**config.mk**
```make
export PLATFORM = sky130hd
export DESIGN_NAME = rvc_regfile
export DESIGN_NICKNAME = d
export VERILOG_FILES = /design/src/rtl/rvc_pkg.sv /design/src/rtl/rvc_ram.sv /design/src/rtl/rvc_regfile.sv
export SDC_FILE = /design/constraint.sdc
export NUM_CORES = 1
export LEC_CHECK = 0
export BUFFER_PORTS_ARGS = -buffer_cell sky130_fd_sc_hd__buf_2
export CAP_MARGIN = 5
export CORE_ASPECT_RATIO = 0.75
export CORE_MARGIN = 2
export CORE_UTILIZATION = 45
export DETAILED_ROUTE_END_ITERATION = 8
export HOLD_SLACK_MARGIN = 0.03
export PLACE_DENSITY = 0.58
export SYNTH_ARGS = -nofsm -noshare
export SYNTH_HDL_FRONTEND = slang
export SYNTH_SLANG_ARGS = --single-unit
```
**constraint.sdc**
```tcl
create_clock -name clk -period 5.5 [get_ports clk]
set_input_delay 1.375 -clock clk [delete_from_list [all_inputs] [get_ports clk]]
set_output_delay 1.375 -clock clk [all_outputs]
set_load 0.01 [all_outputs]
```
**src/rtl/rvc_pkg.sv**
```systemverilog
package rvc_pkg;

	localparam int XLEN       = 32;
	localparam int REG_COUNT  = 32;
	localparam int REG_IDX_W  = $clog2(REG_COUNT);
	// word-indexed data memory; the index is the low bits of the address sum,
	// so the depth is kept to a power of two
	localparam int DATA_WORDS = 128;
	localparam int MEM_IDX_W  = $clog2(DATA_WORDS);

	localparam logic [6:0] OP_RTYPE  = 7'b0110011;
	localparam logic [6:0] OP_ITYPE  = 7'b0010011;
	localparam logic [6:0] OP_LOAD   = 7'b0000011;
	localparam logic [6:0] OP_STORE  = 7'b0100011;
	localparam logic [6:0] OP_BRANCH = 7'b1100011;

	localparam logic [2:0] F3_ADD = 3'b000;
	localparam logic [2:0] F3_XOR = 3'b100;
	localparam logic [2:0] F3_OR  = 3'b110;
	localparam logic [6:0] F7_ZERO = 7'b0000000;

	typedef struct packed {
		logic                 en;
		logic [REG_IDX_W-1:0] idx;
		logic [XLEN-1:0]      data;
	} rf_wr_t;

	typedef struct packed {
		logic [XLEN-1:0]      next_pc;
		logic                 taken;
		logic                 rwe;
		logic [REG_IDX_W-1:0] rd;
		logic [XLEN-1:0]      wb;
		logic                 mwe;
		logic                 is_load;
		logic [MEM_IDX_W-1:0] midx;
		logic [XLEN-1:0]      mval;
	} exec_t;

endpackage

```
**src/rtl/rvc_ram.sv**
```systemverilog
module rvc_ram #(
	parameter int WIDTH = 32,
	parameter int DEPTH = 32,
	localparam int ADDR_W = $clog2(DEPTH)
) (
	input  logic              clk,
	input  logic              we,
	input  logic [ADDR_W-1:0] waddr,
	input  logic [WIDTH-1:0]  wdata,
	input  logic              re,
	input  logic [ADDR_W-1:0] raddr,
	output logic [WIDTH-1:0]  rdata
);

	logic [WIDTH-1:0] mem [DEPTH];

	// a read at the address being written returns the old word
	always_ff @(posedge clk) begin
		if (we) begin
			mem[waddr] <= wdata;
		end
		if (re) begin
			rdata <= mem[raddr];
		end
	end

endmodule

```
**src/rtl/rvc_regfile.sv**
```systemverilog
module rvc_regfile import rvc_pkg::*; (
	input  logic                 clk,
	input  logic                 arst_n,
	input  logic [REG_IDX_W-1:0] rd_addr1,
	input  logic [REG_IDX_W-1:0] rd_addr2,
	input  logic [REG_IDX_W-1:0] rs1,
	input  logic [REG_IDX_W-1:0] rs2,
	input  rf_wr_t               wr,
	output logic [XLEN-1:0]      a,
	output logic [XLEN-1:0]      b
);

	logic [REG_COUNT-1:0] valid_q;
	rf_wr_t               last_q;
	logic [XLEN-1:0]      bank1_rdata;
	logic [XLEN-1:0]      bank2_rdata;

	// two copies give two read ports
	rvc_ram #(.WIDTH(XLEN), .DEPTH(REG_COUNT)) u_bank1 (
		.clk   (clk),
		.we    (wr.en),
		.waddr (wr.idx),
		.wdata (wr.data),
		.re    (1'b1),
		.raddr (rd_addr1),
		.rdata (bank1_rdata)
	);

	rvc_ram #(.WIDTH(XLEN), .DEPTH(REG_COUNT)) u_bank2 (
		.clk   (clk),
		.we    (wr.en),
		.waddr (wr.idx),
		.wdata (wr.data),
		.re    (1'b1),
		.raddr (rd_addr2),
		.rdata (bank2_rdata)
	);

	// newest first: write in flight, write at the last edge, then the bank; zero if never written
	function automatic logic [XLEN-1:0] pick(
		input logic [REG_IDX_W-1:0] idx,
		input rf_wr_t               cur,
		input rf_wr_t               last,
		input logic                 vld,
		input logic [XLEN-1:0]      ram
	);
		logic [XLEN-1:0] val;
		if (cur.en && cur.idx == idx) begin
			val = cur.data;
		end else if (last.en && last.idx == idx) begin
			val = last.data;
		end else if (vld) begin
			val = ram;
		end else begin
			val = '0;
		end
		return val;
	endfunction

	assign a = pick(rs1, wr, last_q, valid_q[rs1], bank1_rdata);
	assign b = pick(rs2, wr, last_q, valid_q[rs2], bank2_rdata);

	always_ff @(posedge clk or negedge arst_n) begin
		if (!arst_n) begin
			valid_q <= '0;
			last_q  <= '0;
		end else begin
			if (wr.en) begin
				valid_q[wr.idx] <= 1'b1;
			end
			last_q <= wr;
		end
	end

endmodule

```
==> results.md <==
- CTS clock-pin slew for the worst setup and hold paths: around 60 ps
- Postcts setup bufs: 0
- R2R depth: 3
- Tmin final: approximately 5300 ps
- Highest clock rate: around 190 MHz
- Pre-CTS worst setup slack: ~210 ps
- Crit Reg-Reg Endpoint: u_bank2.rdata[7]
- CTS Hold Bufs: 0
- Pwr per Cell Area: roughly 330 mW/mm^2
- Largest net degree at the start of global routing: 71
- Synth area leaders: edfxtp_1 (58%), mux4_2 (28%), dfrtp_1 (3.3%), dfxtp_1 (2.4%), mux2i_1 (1.7%)
- GP Congestion: 0.8107
- Vias in the first global route: a little under 30k
- Hold WC Path Type: flip-flop to flip-flop
- Period utilization: 0.9674
- First-pass GRT wire length: roughly 220000 um
- CTS buffer count: between 100 and 150
- Worst ir drop on vdd: about 0.25 mV
- Seq/Total Area, Yosys: 0.6402
- TritonCTS Sinks: 1158
- # setup viols final: 0
- CP Capture Type: primary output
- Fillcell total: roughly 9k
- Post-synthesis register bit count: 1158
- Initial core utilization: 0.4551
- DP HPWL: 87120 um
- Vias per inst: approximately 6.6
- N_diodes: 0
- Max Slew Vio Count: 0
- Clk_lat worst skew: 730 ps
- Synth Flop Type: edfxtp_1
- Hold endpoint: valid_q[3]
- Cell leakage power: 19.63 nW
- Grt ovf: 0
- Cell row count: ~110
- CP Data Required Time: roughly 4100 ps
- Layout area overhead: 13.26%
- Worst Max-Slew Pin Slew: 993.3 ps
- Crit Path Max Fanout: 22
- Clk buf depth: 3
- Worst Setup Start Kind: input pin
- Root cell of the clock tree: clkbuf_16
- Core footprint: between 0.1 and 0.15 mm^2
- Syn Nets: 2561
- Worst Skew: around 18 ps
- Fin nets: ~2.7k
- Cell type with the largest total area after synthesis: edfxtp_1
- RSZ-0062 raised after global routing: no
- Share of the synthesized area in the top cell type: 0.5827
- Asr flop ratio synth: 0.06045
- Initial antenna violation count: 3
- Initial DRT Pass Iterations: 5
- Fraction of layout cells with a size suffix above 1: 0.4367
- Die width: roughly 400 um
- CTS tree: yes
- Slew HR: 0.3378
- Hold Startpoint: valid_q[3]
- Reg2Reg Setup Slack: 3580 ps
- Syn Std Cell Area: ~0.053 mm^2
- Status: finished, final reports clean
- Final WS setup: between 150 and 200 ps
- Via count: about 28k
- Average wire per standard cell: roughly 37 um
- # IOs: ~120
- Post-synthesis cell count: 2501
- Worst Path Arrival: between 3000 and 4000 ps
- Yosys cell types: 28
- Max-Cap Viols: 0
- Final hold vios: 0
- Syn Area/Cell: about 21 um^2
- Hold path cells: 1
- Die area: ~0.12 mm^2
- Crit Path Class: input pin to primary output
- Post-cts resize count: 0
- Routed wire length: between 150000 and 200000 um
- H-tree depth: 3
- Drt initial violations: 3660
- GRT Util Overall: 0.2656
- I/O Buffers: 123
- DRC errors left: 0
- Setup TNS: 0 ps
- Origin of the critical flop-to-flop path: u_bank2.mem[31][7]
- Synth warn: 0
- Die height: about 300 um
- Remaining antenna violation count: 0
- EDFF count, synth: between 1k and 1.5k
[power by group]
part / internal [W] / leakage, nW / switching, W
clock network: 0.00471 / 1.94 / 0.00346
registers: 0.00980 / 10.6 / 0.000135
logic: 0.000857 / 7.12 / 0.00105
[worst max-delay path by stage]
stage / startpoint / to / slack (ps) / depth (start not counted)
floorplan: rs1[2] / a[10] / 1060 / 6
global placement: rs1[1] / a[11] / 230 / 8
detailed placement: rs2[1] / b[11] / 210 / 9
CTS: rs2[1] / b[11] / 200 / 9
global route: rs2[1] / b[11] / 110 / 9
finish: rs2[1] / b[11] / 180 / 9
[cells in the mapped netlist (22+ instances only)]
cell type  count
buf_1         22
mux2i_1       90
o21ai_0       64
mux2_2        64
nand2_1       68
dfrtp_1       70
nor2_1        38
clkbuf_1     109
buf_4         42
mux4_2       650
dfxtp_1       64
inv_1         32
nor3_1        64
edfxtp_1    1024
or2_2         32
[logic make-up (layout without fill, tap and decap cells)]
family / after synthesis / in the layout / share of synthesized area
AO/OA/AOI/OAI: 66 / 66 / 0.006354
XOR/XNOR: 20 / 20 / 0.003319
AND/OR/NAND/NOR: 226 / 226 / 0.02046
buffers and inverters: 227 / 476 / 0.02155
multiplexers: 804 / 804 / 0.3081
flip-flops: 1158 / 1158 / 0.6402
[cells in the final DEF, fill, tap and decap left out, drive strengths merged, types with 6 or more instances in the layout]
cell type,synthesis,layout
clkbuf,109,162
inv,32,37
mux2,64,64
o21ai,64,64
xnor2,12,12
dfrtp,70,70
or2,32,32
nor2,38,38
dfxtp,64,64
nand3,6,6
xor2,8,8
nand3b,7,7
nor3,64,64
clkinvlp,0,9
mux4,650,650
bufinv,0,10
nand2,68,68
mux2i,90,90
buf,86,219
clkinv,0,39
edfxtp,1024,1024
[metrics by stage]
| stage | instances | hold slack, ps | power [W] | util | area [um^2] |
|---|---|---|---|---|---|
| detailed placement | 4065 | 490.3 | 0.01202 | 0.4814 | 55820 |
| finish | 4290 | 500.2 | 0.02001 | 0.5155 | 59770 |
| global route | 4290 | 525.9 | 0.02062 | 0.5155 | 59770 |
| floorplan | 2501 | 451.5 | 0.01124 | - | 52770 |
| global placement | 4065 | 483.0 | 0.01199 | 0.4814 | 55820 |
| CTS | 4290 | 504.4 | 0.02017 | 0.5155 | 59770 |
[final cells by class]
class	instances	area [um^2]	share of cell area
Tap cell	1540	1927	0.03224
Multi-Input combinational cell	1116	18130	0.3033
Timing Repair Buffer	219	1859	0.03111
Inverter	32	120.1	0.002010
Clock inverter	63	610.6	0.01022
Clock buffer	162	3339	0.05587
Sequential cell	1158	33780	0.5652
[per-layer routing]
layer	vias to the layer above	wire length (um)	global-route usage
met5	-	28	0
met3	225	13760	0.05027
met1	15682	66140	0.4012
met2	1512	73360	0.4041
li1	11055	-	-
met4	4	3583	0.06221
[flip-flops by register name, indices dropped and copies added, names as in the netlist]
register / flops
u_bank2.rdata: 32
u_bank1.mem: 32
last_q: 38
valid_q: 32
u_bank1.rdata: 32
u_bank2.mem: 992
[worst max-delay path, stage by stage]
cell      delay, ps
buf_2           390
xor2_1          130
nor4_1          420
nand3_4         370
nand4b_1        280
buf_4           380
o21ai_0         210
buf_4           180
buf_2           130
No activity file was read; power rests on OpenSTA's default activity.
