## src/rtl/rvc_ram.sv

```systemverilog
module rvc_ram #(
	parameter int WIDTH = 32,
	parameter int DEPTH = 32,
	localparam int ADDR_W = $clog2(DEPTH)
) (
	input  logic              clk,
	input  logic              we,
	input  logic [ADDR_W-1:0] waddr,
	input  logic [WIDTH-1:0]  wdata,
	input  logic              re,
	input  logic [ADDR_W-1:0] raddr,
	output logic [WIDTH-1:0]  rdata
);

	logic [WIDTH-1:0] mem [DEPTH];

	// a read at the address being written returns the old word
	always_ff @(posedge clk) begin
		if (we) begin
			mem[waddr] <= wdata;
		end
		if (re) begin
			rdata <= mem[raddr];
		end
	end

endmodule

```

## config.mk

```make
export PLATFORM = sky130hd
export DESIGN_NAME = rvc_ram
export DESIGN_NICKNAME = d
export VERILOG_FILES = /design/src/rtl/rvc_ram.sv
export SDC_FILE = /design/constraint.sdc
export NUM_CORES = 1
export LEC_CHECK = 0
export ABC_AREA = 1
export ABC_CLOCK_PERIOD_IN_PS = 3050
export BUFFER_PORTS_ARGS = -buffer_cell sky130_fd_sc_hd__clkbuf_2
export CAP_MARGIN = 20
export CORE_MARGIN = 8
export CORE_UTILIZATION = 62
export DETAILED_ROUTE_END_ITERATION = 8
export PLACE_DENSITY = 0.79
export SETUP_SLACK_MARGIN = 0.3
export SLEW_MARGIN = 5
export SYNTH_ARGS = -nofsm -noshare
export SYNTH_HDL_FRONTEND = slang
export SYNTH_SLANG_ARGS = --single-unit
```

## constraint.sdc

```tcl
create_clock -name clk -period 3.05 [get_ports clk]
set_clock_uncertainty 0.05 [all_clocks]
set_input_delay 0 -clock clk [delete_from_list [all_inputs] [get_ports clk]]
set_output_delay 0 -clock clk [all_outputs]
set_load 0.02 [all_outputs]
```

==> results of run 1 <==
stage by stage:
stage | total power, mW | cells
after floorplan | 17.71 | 3536
after global placement | 18.31 | 4359
after detailed placement | 18.36 | 4359
after CTS | 29.94 | 4563
after global routing | 30.67 | 4563
final | 29.91 | 4565
worst max-delay path: cells and delay by family:
family        cells  cell delay, ns
simple gates      8            0.71
buf+inv           3            1.01
sequential cells by signal, indices dropped and copies added (netlist names):
| signal | count |
|---|---|
| mem | 1024 |
| rdata | 32 |
routing by layer:
| metal | GRT usage (%) | wire length (um) | vias to the layer above | share of wire (%) |
|---|---|---|---|---|
| li1 | - | - | 12490 | - |
| met1 | 35.98 | 39750 | 13440 | 37 |
| met2 | 44.89 | 51780 | 1766 | 48 |
| met3 | 4.757 | 11640 | 306 | 11 |
| met4 | 13.34 | 5266 | 2 | 4.9 |
| met5 | 0 | 12 | - | 0.011 |
logic make-up after synthesis:
| family | after synthesis | share of synthesized area (%) |
|---|---|---|
| simple gates | 2252 | 22.07 |
| buf+inv | 228 | 3.713 |
| flops | 1056 | 74.22 |
final cells by class:
cell class / count / area (sq um) / area share, %
sequential: 1056 / 31710 / 67.10
multi-input combinational: 2252 / 9669 / 20.46
clock buffer: 128 / 2629 / 5.563
timing repair buffer: 189 / 1645 / 3.482
tap: 882 / 1104 / 2.335
clock inverter: 46 / 427.9 / 0.9055
inverter: 10 / 67.56 / 0.1430
antenna: 2 / 5.005 / 0.01059
cell usage in the layout (no fill, tap or decap):
master,n
dlygate4sd3_1,30
nand3_1,780
inv_1,6
clkinv_1,21
bufinv_16,8
inv_6,4
buf_12,25
diode_2,2
edfxtp_1,1056
clkinv_2,11
buf_8,2
clkbuf_1,27
inv_16,1
clkbuf_16,101
nand2_1,1440
buf_6,1
clkinvlp_4,2
buf_4,59
clkinv_4,2
nor2_4,32
inv_8,1
clkbuf_2,72
timing repair:
| item | CTS | global route |
|---|---|---|
| hold buffers | 30 | 0 |
| gates resized for setup | 0 | 0 |
| endpoints found under the hold margin | 889 | 0 |
worst max-delay path by stage:
stage                       to  slack [ns]  depth (start not counted)
global route         rdata[20]        1.49                         11
floorplan            mem[0][0]        0.92                          3
global placement    mem[2][29]        1.03                          5
finish               rdata[12]        1.39                         11
detailed placement   rdata[12]        1.01                         11
CTS                  rdata[17]        1.55                          1
power breakdown:
part / switching, mW / leakage (nW) / internal, mW
Combinational: 1.37 / 6.28 / 0.493
Sequential: 0.0754 / 9.55 / 16.2
Clock: 5.05 / 1.48 / 6.72
==> impl_metrics.env, run 1 <==
export IMPL_outcome="completed"
export IMPL_cts_buffer_depth=3
export IMPL_fillers=4430
export IMPL_synthTopCellsByArea="edfxtp_1 74%, nand2_1 13%, nand3_1 9.1%"
export IMPL_p_leak_nw=17.31
export IMPL_cp_required_ns=3.38
export IMPL_grt_ovfl_total=0
export IMPL_r2r_start="mem[20][12]"
export IMPL_cpMostUsedCell="nand2_1"
export IMPL_syn2layout_area_growth_pct=10.61
export IMPL_start_kind="primary input"
export IMPL_worstReg2RegEnd="rdata[12]"
export IMPL_cts_buffers=98
export IMPL_synth_nets=3581
export IMPL_antenna_left=0
export IMPL_ys_types=13
export IMPL_holdPathEnd="mem[8][9]"
export IMPL_final_core_util_pct=69.02
export IMPL_yosysMostFrequentCell="nand2_1"
export IMPL_syn_area_sq_um=42730
export IMPL_tightestPinTransition_ns=1.013
export IMPL_whs_ns=0.01493
export IMPL_min_path_type="in -> reg"
export IMPL_htreeDepth=3
export IMPL_die_w_um=278.5
export IMPL_synth_ff_type="edfxtp_1"
export IMPL_clock_sinks=1056
export IMPL_r2r_setup_slack_ns=1.63
export IMPL_setup_violations=0
export IMPL_synth_avg_cell_area_sq_um=12.08
export IMPL_cp_max_fo=155
export IMPL_placed_area_sq_um=43900
export IMPL_grt_pass1_wl_um=161900
export IMPL_root_buffer="clkbuf_16"
export IMPL_crit_arrival_ns=1.99
export IMPL_die_area_sq_um=77570
export IMPL_firstDrtPassIters=6
export IMPL_finalCriticalPeriod_ns=1.663
export IMPL_grt_max_degree=156
export IMPL_rows=96
export IMPL_critPathKind="in -> reg"
export IMPL_cts_setup_buffers=0
export IMPL_fin_area_sq_um=47260
export IMPL_portBuffers=76
export IMPL_critPathLaunch="raddr[0]"
export IMPL_slew_violations=0
export IMPL_grt_setup_unrepaired="false"
export IMPL_grt_pass1_vias=27060
export IMPL_drt_iter0_drc=4041
export IMPL_pin_count=77
export IMPL_wl_per_cell_um=23.76
export IMPL_worst_r2r_cell_count=8
export IMPL_final_nets=3652
export IMPL_cts_clk_slew_worst_paths_ns=0.06
export IMPL_synth_seq_cells=1056
export IMPL_async_flop_share_pct=0
export IMPL_start_util_pct=62.40
export IMPL_core_sq_um=68470
export IMPL_power_density_nw_per_um2=632.8
export IMPL_seq_area_frac_synth_pct=74.22
export IMPL_drt_total_wl_um=108400
export IMPL_synth_edf_count=1056
export IMPL_drive_gt1_share_pct=8.720
export IMPL_worst_path_max_delay_cell="buf_4"
export IMPL_tns_ns=0
export IMPL_clkLatencyLatePin_ns=0.66
export IMPL_hold_depth=1
export IMPL_endpoint_kind="register"
export IMPL_dp_slack_ns=1.010
export IMPL_max_freq_mhz=601.2
export IMPL_dieHeight_um=278.5
export IMPL_viasPerCell=6.135
export IMPL_place_gp_congestion=0.7926
export IMPL_slew_headroom_pct=32.50
export IMPL_synth_top_cell_area_share_pct=74.22
export IMPL_synth_common_cells="1,440 x nand2_1, 1,056 x edfxtp_1, 780 x nand3_1"
export IMPL_grt_use_total_pct=27.51
export IMPL_critical_path_cell_chain="buf_8, inv_16, buf_4, nand2_1, nand3_1, nand3_1, nand2_1, nand2_1, nand2_1, nand2_1, nand2_1"
export IMPL_critical_path_max_stage_delay_ns=0.41
export IMPL_post_route_drc_count=0
export IMPL_antenna_found_initial=1
export IMPL_synth_top_area_cell="edfxtp_1"
export IMPL_cts_tree="built"
export IMPL_ir_worst_vdd_v=0.0004155
export IMPL_timing_final_ws_setup_ns=1.387
export IMPL_hold_viol=0
export IMPL_max_cap_viol_count=0
export IMPL_synth_cells=3536
export IMPL_hp_start="wdata[9]"
export IMPL_route_vias_total=28010
export IMPL_dp_hpwl_um=53560
export IMPL_post_route_period_util_pct=54.54
export IMPL_ys_warn_count=0
Note: power is estimated with default switching activity, not from simulation.
==> run 2: changes to the inputs <==
Settings changed: ABC_AREA 1 to 0, ABC_CLOCK_PERIOD_IN_PS 3050 to 1700.
Clock period 3.05 ns to 1.7 ns, I/O delays scaled along.
==> impl_metrics.env, run 2 <==
export IMPL_portBuffers=76
export IMPL_crit_arrival_ns=1.84
export IMPL_syn_area_sq_um=40810
export IMPL_top_register="mem"
export IMPL_p_leak_nw=16.79
export IMPL_slew_violations=0
export IMPL_cts_buffer_depth=3
export IMPL_synth_edf_count=1056
export IMPL_synth_ff_type="edfxtp_1"
export IMPL_max_cap_viol_count=0
export IMPL_final_nets=2561
export IMPL_power_frac_clock_pct=38.6
export IMPL_layout_common_cells="1,056 x edfxtp_1, 510 x mux2i_1, 101 x buf_12"
export IMPL_finalCriticalPeriod_ns=1.528
export IMPL_antenna_found_initial=0
export IMPL_grt_pass1_vias=22840
export IMPL_die_area_sq_um=74280
export IMPL_r2r_setup_slack_ns=0.17
export IMPL_slew_headroom_pct=54.51
export IMPL_swShare_pct=21.07
export IMPL_ys_warn_count=0
export IMPL_synth_avg_cell_area_sq_um=18.06
export IMPL_min_path_type="in -> reg"
export IMPL_critPathKind="reg -> reg"
export IMPL_wl_per_cell_um=28.69
export IMPL_cts_buffers=97
export IMPL_dieHeight_um=272.5
export IMPL_yosysMostFrequentCell="edfxtp_1"
export IMPL_synthTopCellsByArea="edfxtp_1 78%, mux2i_1 13%, a22oi_1 1.8%"
export IMPL_htreeDepth=3
export IMPL_async_flop_share_pct=0
export IMPL_synth_top_area_cell="edfxtp_1"
export IMPL_start_util_pct=62.29
export IMPL_synth_nets=2305
export IMPL_firstDrtPassIters=6
export IMPL_viasPerCell=6.500
export IMPL_cts_clk_slew_worst_paths_ns=0.06
export IMPL_tns_ns=0
export IMPL_post_route_period_util_pct=89.88
export IMPL_cts_setup_buffers=0
export IMPL_layout_commonest_cell="edfxtp_1"
export IMPL_dp_cells=3248
export IMPL_synth_seq_cells=1056
export IMPL_top_regs="mem x1024, rdata x32"
export IMPL_clkLatencyLatePin_ns=0.64
export IMPL_max_freq_mhz=654.5
export IMPL_endpoint_kind="register"
export IMPL_seq_area_frac_synth_pct=77.71
export IMPL_tightestPinTransition_ns=0.6823
export IMPL_comb_power_share_pct=6.0
export IMPL_setup_violations=0
export IMPL_fin_cells=3453
export IMPL_fillers=3616
export IMPL_drt_total_wl_um=99050
export IMPL_largest_reg_flops=1024
export IMPL_power_density_nw_per_um2=1102
export IMPL_antenna_cells=0
export IMPL_grt_setup_unrepaired="true"
export IMPL_antenna_left=0
export IMPL_place_gp_congestion=0.8064
export IMPL_grt_max_degree=56
export IMPL_rows=94
export IMPL_drive_gt1_share_pct=17.15
export IMPL_grt_pass1_wl_um=144700
export IMPL_dp_hpwl_um=57170
export IMPL_clock_sinks=1056
export IMPL_pwr_share_seq_pct=55.4
export IMPL_ir_worst_vdd_v=0.0007619
export IMPL_core_sq_um=65510
export IMPL_outcome="completed"
export IMPL_power_switching_mw=11.09
export IMPL_synth_common_cells="1,056 x edfxtp_1, 512 x mux2i_1, 98 x nand2_1, 98 x nand3_1"
export IMPL_cp_required_ns=2.01
export IMPL_cp_max_fo=1
export IMPL_grt_ovfl_total=0
export IMPL_die_w_um=272.5
export IMPL_cts_tree="built"
export IMPL_route_vias_total=22450
export IMPL_start_kind="register"
export IMPL_post_route_drc_count=0
export IMPL_p_int_mw=41.55
export IMPL_drt_iter0_drc=2726
export IMPL_root_buffer="clkbuf_16"
export IMPL_grt_use_total_pct=26.23
export IMPL_ys_types=24
export IMPL_hold_viol=0
export IMPL_synth_cells=2260
export IMPL_syn2layout_area_growth_pct=17.03
export IMPL_pin_count=77
export IMPL_synth_top_cell_area_share_pct=77.71
==> run 2: logic make-up after synthesis <==
kind of cell / share of synthesized area, %
compound gates: 4.808
buf+inv: 1.846
flops: 77.71
mux: 12.56
simple gates: 3.076
==> run 2: worst paths after layout <==
| check | from | end | depth (start not counted) |
|---|---|---|---|
| worst max-delay path | mem[6][9] | rdata[9] | 5 |
| worst min-delay path | waddr[1] | mem[7][4] | 4 |
| worst max register to register | mem[6][9] | rdata[9] | 5 |
| worst min register to register | mem[16][15] | rdata[15] | 4 |
==> run 2: timing repair <==
| item | 4_1_cts | 5_1_grt |
|---|---|---|
| endpoints found under the hold margin | 1026 | 0 |
| hold buffers | 33 | 0 |
| endpoints found under the setup margin | 17 | 26 |
| pin swaps | 22 | 33 |
| resized for setup | 12 | 12 |
==> run 2: final cells by class <==
type	instances	area, sq um	share of cell area, %
clock buffers	123	2546	5.332
clock inverters	49	366.6	0.7677
multi-input cells	1077	8753	18.33
flip-flops and latches	1056	31710	66.40
well taps	864	1081	2.264
repair buffers	284	3298	6.906
==> run 2: critical path, stage by stage, from the launching register on <==
cell and delay, ns:
edfxtp_1 0.37, mux2i_1 0.17, a22o_1 0.18, nor3_1 0.06
a31oi_1 0.25, nand3_2 0.18
==> run 2: power by group through the flow <==
| stage | sequential (mW) | clock, mW | combinational, mW |
|---|---|---|---|
| finish | 29.2 | 20.3 | 3.15 |
| global placement | 29.7 | 0 | 2.89 |
| floorplan | 29.8 | 0 | 1.54 |
| global route | 29.2 | 21.4 | 3.31 |
| CTS | 29.2 | 20.4 | 3.10 |
| detailed placement | 29.7 | 0 | 2.99 |
==> run 2: stage by stage <==
step / total power, mW / area [sq um] / util, % / hold WS (ns) / worst slack, ns
6_report: 52.64 / 47760 / 72.90 / 0.06918 / 0.1720
3_3_place_gp: 32.60 / 44390 / 67.75 / 0.4105 / -0.1059
3_5_place_dp: 32.73 / 44390 / 67.75 / 0.4140 / -0.1851
4_1_cts: 52.72 / 47690 / 72.80 / 0.04990 / 0.1549
2_1_floorplan: 31.32 / 41080 / - / 0.04887 / -0.03381
5_1_grt: 53.87 / 47760 / 72.90 / 0.07055 / 0.1111
==> run 2: layer usage <==
layer	part of all wire [%]	wire length [um]	vias up	track usage [%]
met2	50	49380	1321	44.62
met5	0	0	-	0
met4	4.1	4036	0	10.51
li1	-	-	9531	-
met3	8.8	8677	265	3.496
met1	37	36960	11330	34.38
