[config.mk]
export PLATFORM = sky130hd
export DESIGN_NAME = rvc_exec
export DESIGN_NICKNAME = d
export VERILOG_FILES = /design/src/rtl/rvc_pkg.sv /design/src/rtl/rvc_exec.sv
export SDC_FILE = /design/constraint.sdc
export NUM_CORES = 1
export LEC_CHECK = 0
export ABC_CLOCK_PERIOD_IN_PS = 12100
export BUFFER_PORTS_ARGS = -buffer_cell sky130_fd_sc_hd__buf_2
export CORE_ASPECT_RATIO = 1.75
export CORE_UTILIZATION = 50
export DETAILED_ROUTE_END_ITERATION = 7
export PLACE_DENSITY = 0.83
export REMOVE_ABC_BUFFERS = 1
export SYNTH_ARGS = -nofsm -noshare
export SYNTH_HDL_FRONTEND = slang
export SYNTH_SLANG_ARGS = --single-unit
[constraint.sdc]
create_clock -name vclk -period 12.1
set_input_delay 3.63 -clock vclk [all_inputs]
set_output_delay 3.63 -clock vclk [all_outputs]
set_load 0.1 [all_outputs]
[src/rtl/rvc_pkg.sv]
package rvc_pkg;

	localparam int XLEN       = 32;
	localparam int REG_COUNT  = 32;
	localparam int REG_IDX_W  = $clog2(REG_COUNT);
	// word-indexed data memory; the index is the low bits of the address sum,
	// so the depth is kept to a power of two
	localparam int DATA_WORDS = 128;
	localparam int MEM_IDX_W  = $clog2(DATA_WORDS);

	localparam logic [6:0] OP_RTYPE  = 7'b0110011;
	localparam logic [6:0] OP_ITYPE  = 7'b0010011;
	localparam logic [6:0] OP_LOAD   = 7'b0000011;
	localparam logic [6:0] OP_STORE  = 7'b0100011;
	localparam logic [6:0] OP_BRANCH = 7'b1100011;

	localparam logic [2:0] F3_ADD = 3'b000;
	localparam logic [2:0] F3_XOR = 3'b100;
	localparam logic [2:0] F3_OR  = 3'b110;
	localparam logic [6:0] F7_ZERO = 7'b0000000;

	typedef struct packed {
		logic                 en;
		logic [REG_IDX_W-1:0] idx;
		logic [XLEN-1:0]      data;
	} rf_wr_t;

	typedef struct packed {
		logic [XLEN-1:0]      next_pc;
		logic                 taken;
		logic                 rwe;
		logic [REG_IDX_W-1:0] rd;
		logic [XLEN-1:0]      wb;
		logic                 mwe;
		logic                 is_load;
		logic [MEM_IDX_W-1:0] midx;
		logic [XLEN-1:0]      mval;
	} exec_t;

endpackage

[src/rtl/rvc_exec.sv]
module rvc_exec import rvc_pkg::*; (
	input  logic [31:0]     instr,
	input  logic [XLEN-1:0] pc,
	input  logic [XLEN-1:0] a,
	input  logic [XLEN-1:0] b,
	output exec_t           res
);

	logic [6:0]      op;
	logic [2:0]      f3;
	logic [6:0]      f7;
	logic [XLEN-1:0] imm_i;
	logic [XLEN-1:0] imm_s;
	logic [XLEN-1:0] imm_b;
	logic [XLEN-1:0] sum_i;
	logic [XLEN-1:0] sum_s;

	assign op    = instr[6:0];
	assign f3    = instr[14:12];
	assign f7    = instr[31:25];
	assign imm_i = {{20{instr[31]}}, instr[31:20]};
	assign imm_s = {{20{instr[31]}}, instr[31:25], instr[11:7]};
	assign imm_b = {{19{instr[31]}}, instr[31], instr[7], instr[30:25], instr[11:8], 1'b0};
	assign sum_i = a + imm_i;
	assign sum_s = a + imm_s;

	function automatic logic [XLEN-1:0] alu(
		input logic [XLEN-1:0] x,
		input logic [XLEN-1:0] y,
		input logic [2:0]      fn,
		input logic            sub
	);
		logic [XLEN-1:0] r;
		unique case (fn)
			F3_ADD:  r = sub ? x - y : x + y;
			F3_XOR:  r = x ^ y;
			F3_OR:   r = x | y;
			default: r = x & y;
		endcase
		return r;
	endfunction

	always_comb begin
		res         = '0;
		res.next_pc = pc + XLEN'(4);
		res.rd      = instr[11:7];
		unique case (op)
			OP_RTYPE: begin
				res.rwe = 1'b1;
				res.wb  = alu(a, b, f3, f7 != F7_ZERO);
			end
			OP_ITYPE: begin
				res.rwe = 1'b1;
				res.wb  = alu(a, imm_i, f3, 1'b0);
			end
			OP_LOAD: begin
				res.rwe     = 1'b1;
				res.is_load = 1'b1;
				res.midx    = sum_i[MEM_IDX_W-1:0];
			end
			OP_STORE: begin
				res.mwe  = 1'b1;
				res.midx = sum_s[MEM_IDX_W-1:0];
				res.mval = b;
			end
			OP_BRANCH: begin
				// every branch acts as beq
				if (a == b) begin
					res.taken   = 1'b1;
					res.next_pc = pc + imm_b;
				end
			end
			default: ;
		endcase
	end

endmodule

==> results_dict.tcl, run 1 <==
set metrics [dict create \
    status "finished, final reports clean" \
    synth_common_cells "195 x ha_1, 176 x nor2_1, 159 x a21oi_1" \
    die_h_um 199 \
    grt_pass1_wl_mm 70.1 \
    num-nets-final 2158 \
    crit_type "in -> out" \
    grt_max_degree 52 \
    end_kind "output port" \
    rsz0062_at_grt "false" \
    ios 240 \
    seq_area_frac_synth_pct 0 \
    fillers 2170 \
    arrival_ns 7.73 \
    fmax_mhz 88.1 \
    timing.hold.ws_ns 7.26 \
    final_area_um2 12400 \
    critical-path-slowest-cell "o31ai_1" \
    min_period_over_period_pct 93.8 \
    drc 0 \
    critPathTopFamily "compound AO/OA/AOI/OAI gates" \
    critical_path.max_fanout 7 \
    synth.area.mux_share_pct 1.52 \
    worstPathCellList "buf_2, inv_1, ha_1, a211oi_1, o21a_1, o31ai_1, a311oi_1, o21ba_2, o22ai_1, or2_2, o21ai_0, xor2_1, o221ai_1, buf_2" \
    setup_tns_ns 0 \
    syn_to_final_growth_pct 12.2 \
    setup_slack_ns 0.744 \
    drt_iter0_drc 1280 \
    yosysWarnings 0 \
    diodes 0 \
    utilization_pct 57.3 \
    synth_simple_gate_area_share_pct 22.4 \
    synth.largest_area_cell "ha_1" \
    viasPerCell 6.64 \
    wl_mm 45.4 \
    hold_viol 0 \
    postRouteAntennaNets 0 \
    die_area_um2 22700 \
    setup_violations 0 \
    cpMostUsedCell "buf_2" \
    drv_cap 0 \
    path_buf_inv 3 \
    slew_violations 0 \
    num_rows 71 \
    hold_class "in -> out" \
    grt_pass1_vias 13840 \
    netlist-cell-type-count 95 \
    drive_gt1_share_pct 16.9 \
    place.detailed.hpwl_mm 36.0 \
    synthAdderAreaFrac_pct 23.0 \
    place_congestion 1.02 \
    drt-pass1-iter-count 6 \
    seqCellArea_um2 0 \
    core-area_um2 21600 \
    cp_slowest_stage_delay_ns 0.72 \
    die_w_um 114 \
    synth.most_common_cell "ha_1" \
    clkbuf_count 0 \
    pre_cts_ws_ns 0.958 \
    power_density_nw_per_um2 47.9 \
    synth_area_um2 11000 \
    cp_data_required_time_ns 8.47 \
    synth_xor_area_share_pct 7.46 \
    grt_overflow 0 \
    synth_top_family_by_area "compound AO/OA/AOI/OAI gates" \
    antenna_found_initial 0 \
    synth_compound_area_share_pct 37.5 \
    synthCells 1665 \
    fin_crit_ns 11.36 \
    start_util_pct 51.1 \
    post_dp_cell_area_um2 12400 \
    avgSynthCellArea_um2 6.63 \
    seq_cells 0 \
    post-cts-setup-buffers 0 \
    ctsHoldBuffers 0 \
    peakVddDrop_mv 0.0380 \
    relSlewSlack_pct 28.6 \
    synth_area_leaders "ha_1 22%, a21oi_1 7.2%, nor2_1 6.0%, o21ai_0 5.5%, xnor2_1 5.0%" \
    vias 14068 \
    synth_top_area_share_pct 22.1 \
    tightest_slew_ns 1.07 \
    grt_use_total_pct 39.2 \
    cts-resized-gates 0 \
    wl_per_cell_um 21.4 \
    p_leak_nw 6.06 \
    port_buffers 233 \
    worst_setup_path_start_kind "input pin" \
]
power by group:
part | leakage (nW) | total [mW] | internal (mW) | switching [mW]
Combinational | 6.06 | 0.593 | 0.198 | 0.395
Clock | 0 | 0 | 0 | 0
Sequential | 0 | 0 | 0 | 0
Total | 6.06 | 0.593 | 0.198 | 0.395
stage by stage:
stage,cells,power [mW]
after global routing,2120,0.637
final,2120,0.593
after floorplan,1568,0.402
after global placement,2120,0.566
after detailed placement,2120,0.574
after CTS,2120,0.578
per-layer routing:
| layer | part of all wire (%) | routed length (um) | vias to the layer above | GRT usage [%] |
|---|---|---|---|---|
| met1 | 32 | 14500 | 6423 | 37.1 |
| met3 | 8.1 | 3690 | 334 | 7.56 |
| li1 | - | - | 6445 | - |
| met2 | 49 | 22300 | 866 | 70.3 |
| met4 | 11 | 4870 | 0 | 36.1 |
| met5 | 0 | 0 | - | 0 |
final timing paths:
kind              start      end  slack, ns  cells after the start
setup / recovery   a[1]  res[72]       0.74                     14
hold / removal    pc[0]  res[80]       7.26                      0
cells in the final DEF (no fill, tap or decap), drive strengths merged, types with 19 or more instances in the layout:
master	instances
a211oi	35
a21o	53
a21oi	161
a31oi	26
and3	19
buf	260
ha	195
inv	130
nand2	111
nand3	48
nand4	21
nor2	177
nor2b	20
nor3	35
nor4	20
o211ai	23
o21ai	127
o221ai	33
xnor2	63
xor2	31
kinds of logic after synthesis:
group,after synthesis
buf+inv,228
xor+xnor,94
fa+ha+maj,200
compound gates,615
simple gates,512
mux,16
cell type report:
class / count / area [um^2] / share of cell area, %
multi-input cells: 1437 / 10200 / 82.0
repair buffers: 260 / 1370 / 11.1
inverters: 131 / 492 / 3.97
well taps: 292 / 365 / 2.95
(Power assumes the default switching activity.)
==> run 2: changes to the inputs <==
--- a/config.mk
+++ b/config.mk
@@ -5,7 +5,7 @@
 export SDC_FILE = /design/constraint.sdc
 export NUM_CORES = 1
 export LEC_CHECK = 0
-export ABC_CLOCK_PERIOD_IN_PS = 12100
+export ABC_CLOCK_PERIOD_IN_PS = 13000
 export BUFFER_PORTS_ARGS = -buffer_cell sky130_fd_sc_hd__buf_2
 export CORE_ASPECT_RATIO = 1.75
 export CORE_UTILIZATION = 50
==> constraint.sdc (replaced) <==
create_clock -name vclk -period 13
set_input_delay 3.9 -clock vclk [all_inputs]
set_output_delay 3.9 -clock vclk [all_outputs]
set_load 0.1 [all_outputs]
==> run 2 against run 1 <==
Compared with the run above:
- via count decreased by 0.22%
- combinational power decreased by 6.9%
- wire length decreased by 0.58%
- die area unchanged
- power decreased by 7.0%
- critical path type unchanged
- largest power group unchanged
==> results_dict.tcl, run 2 (synthesis results as in run 1) <==
set metrics [dict create \
    status "finished, final reports clean" \
    port_buffers 233 \
    ctsHoldBuffers 0 \
    end_kind "output port" \
    seq_cells 0 \
    grt_pass1_vias 13787 \
    place.detailed.hpwl_mm 35.4 \
    cp_slowest_stage_delay_ns 0.69 \
    setup_violations 0 \
    hold_viol 0 \
    multiInputGateArea_um2 10200 \
    cp_data_required_time_ns 9.10 \
    stdcell_count 2118 \
    drc 0 \
    relSlewSlack_pct 30.1 \
    postRouteAntennaNets 0 \
    setup_tns_ns 0 \
    drv_cap 0 \
    clkbuf_count 0 \
    viasPerCell 6.63 \
    die_w_um 114 \
    rsz0062_at_grt "false" \
    grt_pass1_wl_mm 68.8 \
    timing.hold.ws_ns 7.80 \
    grt_max_degree 53 \
    place_congestion 1.03 \
    fin_crit_ns 11.96 \
    wl_per_cell_um 21.3 \
    die_area_um2 22700 \
    fillers 2169 \
    final_area_um2 12400 \
    num-nets-final 2156 \
    peakVddDrop_mv 0.0396 \
    utilization_pct 57.3 \
    cts-resized-gates 0 \
    pre_cts_ws_ns 1.32 \
    start_util_pct 51.1 \
    place_inst 2118 \
    seqCellArea_um2 0 \
    hold_class "in -> out" \
    cpMostUsedCell "a31oi_1" \
    tightest_slew_ns 1.05 \
    worstPathCellList "buf_2, inv_1, ha_1, a211oi_1, o21a_1, o31ai_1, a31oi_1, o21ai_0, a31oi_1, o21bai_1, a31oi_1, mux2i_1, o21ai_1, buf_2" \
    diodes 0 \
    p_leak_nw 6.05 \
    wl_mm 45.1 \
    setup_slack_ns 1.04 \
    ios 240 \
    min_period_over_period_pct 92.0 \
    core-area_um2 21600 \
    antenna_found_initial 0 \
    report.power.total_uw 552 \
    power_density_nw_per_um2 44.6 \
    slew_violations 0 \
    crit_type "in -> out" \
    drt-pass1-iter-count 7 \
    syn_to_final_growth_pct 12.0 \
    worst_setup_path_start_kind "input pin" \
    grt_use_total_pct 38.2 \
    post-cts-setup-buffers 0 \
    drive_gt1_share_pct 16.9 \
    critical_path.max_fanout 7 \
    post_dp_cell_area_um2 12400 \
    fmax_mhz 83.6 \
    arrival_ns 8.06 \
    die_h_um 199 \
    drt_iter0_drc 1506 \
    layout_commonest_cell "buf_2" \
    final_cell_mix "233 x buf_2, 195 x ha_1, 175 x nor2_1, 158 x a21oi_1, 127 x inv_1" \
    num_rows 71 \
    vias 14037 \
    grt_overflow 0 \
    critical-path-slowest-cell "o31ai_1" \
]
run 2: cell types whose count changed in the layout (fill, tap and decap cells not counted), sizes merged:
cell | previous run | this run
buf | 260 | 258
run 2: area by class of cell:
class	count	share of cell area, %
Timing Repair Buffer	258	10.9
Multi-Input combinational cell	1437	82.1
Inverter	131	3.98
Tap cell	292	2.95
run 2: final timing paths:
check             slack (ns)  startpoint  endpoint  cells after the start
hold / removal          7.80       pc[0]   res[80]                      0
setup / recovery        1.04        a[1]   res[70]                     14
run 2: where the power goes:
| part | switching, mW | internal, mW | total (mW) |
|---|---|---|---|
| registers | 0 | 0 | 0 |
| clock network | 0 | 0 | 0 |
| logic | 0.368 | 0.184 | 0.552 |
| total | 0.368 | 0.184 | 0.552 |
run 2: worst max-delay path: cells and delay by family:
kind                       cells  cell delay [ns]
muxes                          1             0.16
buffers and inverters          3             0.85
AOI/OAI and AO/OA              9             2.79
adders and majority gates      1             0.36
run 2: layer usage:
| layer | part of all wire, % | track usage (%) | vias to the layer above |
|---|---|---|---|
| met5 | 0 | 0 | - |
| met4 | 9.5 | 33.1 | 0 |
| met3 | 7.8 | 5.61 | 296 |
| met2 | 50 | 69.4 | 839 |
| met1 | 33 | 37.3 | 6465 |
| li1 | - | - | 6437 |
==> run 3: changes to the inputs <==
--- a/config.mk
+++ b/config.mk
@@ -6,11 +6,11 @@
 export NUM_CORES = 1
 export LEC_CHECK = 0
 export ABC_CLOCK_PERIOD_IN_PS = 13000
-export BUFFER_PORTS_ARGS = -buffer_cell sky130_fd_sc_hd__buf_2
 export CORE_ASPECT_RATIO = 1.75
 export CORE_UTILIZATION = 50
 export DETAILED_ROUTE_END_ITERATION = 7
-export PLACE_DENSITY = 0.83
+export DONT_BUFFER_PORTS = 1
+export PLACE_DENSITY = 0.74
 export REMOVE_ABC_BUFFERS = 1
 export SYNTH_ARGS = -nofsm -noshare
 export SYNTH_HDL_FRONTEND = slang
==> run 3 against run 2 <==
Compared with the run above:
- the flow now finishes with violations (DRC)
- sequential cell count unchanged
- clock-buffer cell count unchanged
- first-iteration DRC count decreased by 23%
- worst hold slack about the same
- utilization decreased by 3.2 points
- cell count decreased by 10%
- critical path type unchanged
- critical endpoint is now res[72]
==> results_dict.tcl, run 3 (synthesis results as in run 1) <==
set metrics [dict create \
    status "finished with violations" \
    violations "DRC" \
    cp_slowest_stage_delay_ns 0.77 \
    grt_pass1_wl_mm 67.0 \
    ios 240 \
    slew_violations 0 \
    die_area_um2 22700 \
    p_leak_nw 5.14 \
    antenna_found_initial 0 \
    start_util_pct 51.1 \
    setup_tns_ns 0 \
    cpMostUsedCell "o21ai_0" \
    place_inst 1898 \
    hold_end "res[73]" \
    final_area_um2 11700 \
    seqCellArea_um2 0 \
    clkbuf_count 0 \
    fmax_mhz 84.3 \
    power_density_nw_per_um2 43.0 \
    setup_violations 0 \
    post_dp_cell_area_um2 11700 \
    report.power.total_uw 502 \
    worst_setup_path_start_kind "input pin" \
    cts-resized-gates 0 \
    syn_to_final_growth_pct 5.76 \
    cp_data_required_time_ns 9.10 \
    drt_iter0_drc 1162 \
    grt_use_total_pct 37.5 \
    drc 13 \
    arrival_ns 7.97 \
    drt-pass1-iter-count 8 \
    viasPerCell 6.91 \
    grt_max_degree 68 \
    worstPathCellList "inv_1, ha_1, o21ai_0, o21a_1, o31ai_1, a311oi_1, o21ba_2, o22ai_1, or2_2, o21ai_0, xor2_1, o221ai_2, buf_4" \
    drive_gt1_share_pct 10.8 \
    hold_viol 0 \
    critical_path.max_fanout 8 \
    crit_type "in -> out" \
    wl_mm 44.2 \
    diodes 0 \
    end_kind "output port" \
    path_buf_inv 2 \
    critical-path-slowest-cell "o31ai_1" \
    stdcell_count 1898 \
    fin_crit_ns 11.87 \
    grt_pass1_vias 13190 \
    vias 13115 \
    num-nets-final 1936 \
    post-cts-setup-buffers 0 \
    tightest_slew_ns 1.28 \
    min_period_over_period_pct 91.3 \
    hold_class "in -> out" \
    critPathTopFamily "compound AO/OA/AOI/OAI gates" \
    postRouteAntennaNets 0 \
    rsz0062_at_grt "false" \
    seq_cells 0 \
    final_cell_mix "195 x ha_1, 140 x nor2_1, 136 x a21oi_1, 127 x inv_1, 110 x nand2_1" \
    multiInputGateArea_um2 10500 \
    cp.depth 13 \
    peakVddDrop_mv 0.0278 \
    place_congestion 0.997 \
    die_h_um 199 \
    core-area_um2 21600 \
    num_rows 71 \
    utilization_pct 54.1 \
    layout_commonest_cell "ha_1" \
    grt_overflow 0 \
    relSlewSlack_pct 14.5 \
    place.detailed.hpwl_mm 34.6 \
    ctsHoldBuffers 0 \
    fillers 2165 \
    port_buffers 0 \
    min_from "instr[7]" \
    hold_depth 0 \
    wl_per_cell_um 23.3 \
    drv_cap 0 \
    die_w_um 114 \
]
## run 3: cell count changes in the layout (fill, tap and decap cells not counted), moves of 17 or more
cell | before | now
o21ai_2 | 1 | 18
a21oi_2 | 2 | 24
buf_2 | 233 | 0
nor2_2 | 1 | 36
nor2_1 | 175 | 140
a21oi_1 | 158 | 136
## run 3: report_power, final
group	internal [mW]	switching, mW	leakage, nW
registers	0	0	0
logic	0.168	0.334	5.14
clock network	0	0	0
## run 3: layout make-up
cell class,count,area share (%)
tap,292,3.13
multi-input combinational,1437,89.6
inverter,131,4.21
timing repair buffer,38,3.07
## run 3: routing by layer
layer  track usage [%]  wire length [um]  vias to the layer above
li1                  -                 -                     5978
met3              7.68              3720                      287
met1              34.5             14000                     6058
met5                 0                 0                        -
met4              33.7              4300                        0
met2              68.6             22200                      792
## run 3: worst max-delay path by stage
stage	from	to	slack [ns]
2_1_floorplan	a[7]	res[85]	-0.69
3_3_place_gp	a[2]	res[72]	1.64
3_5_place_dp	a[2]	res[72]	1.57
4_1_cts	a[2]	res[72]	1.55
5_1_grt	a[2]	res[72]	0.96
6_report	a[2]	res[72]	1.13
## run 3: metrics by stage
| step | hold slack, ns | setup WS (ns) |
|---|---|---|
| after floorplan | 7.80 | -0.692 |
| after global placement | 7.80 | 1.64 |
| after detailed placement | 7.80 | 1.57 |
| after CTS | 7.80 | 1.55 |
| after global routing | 7.80 | 0.962 |
| final | 7.80 | 1.13 |
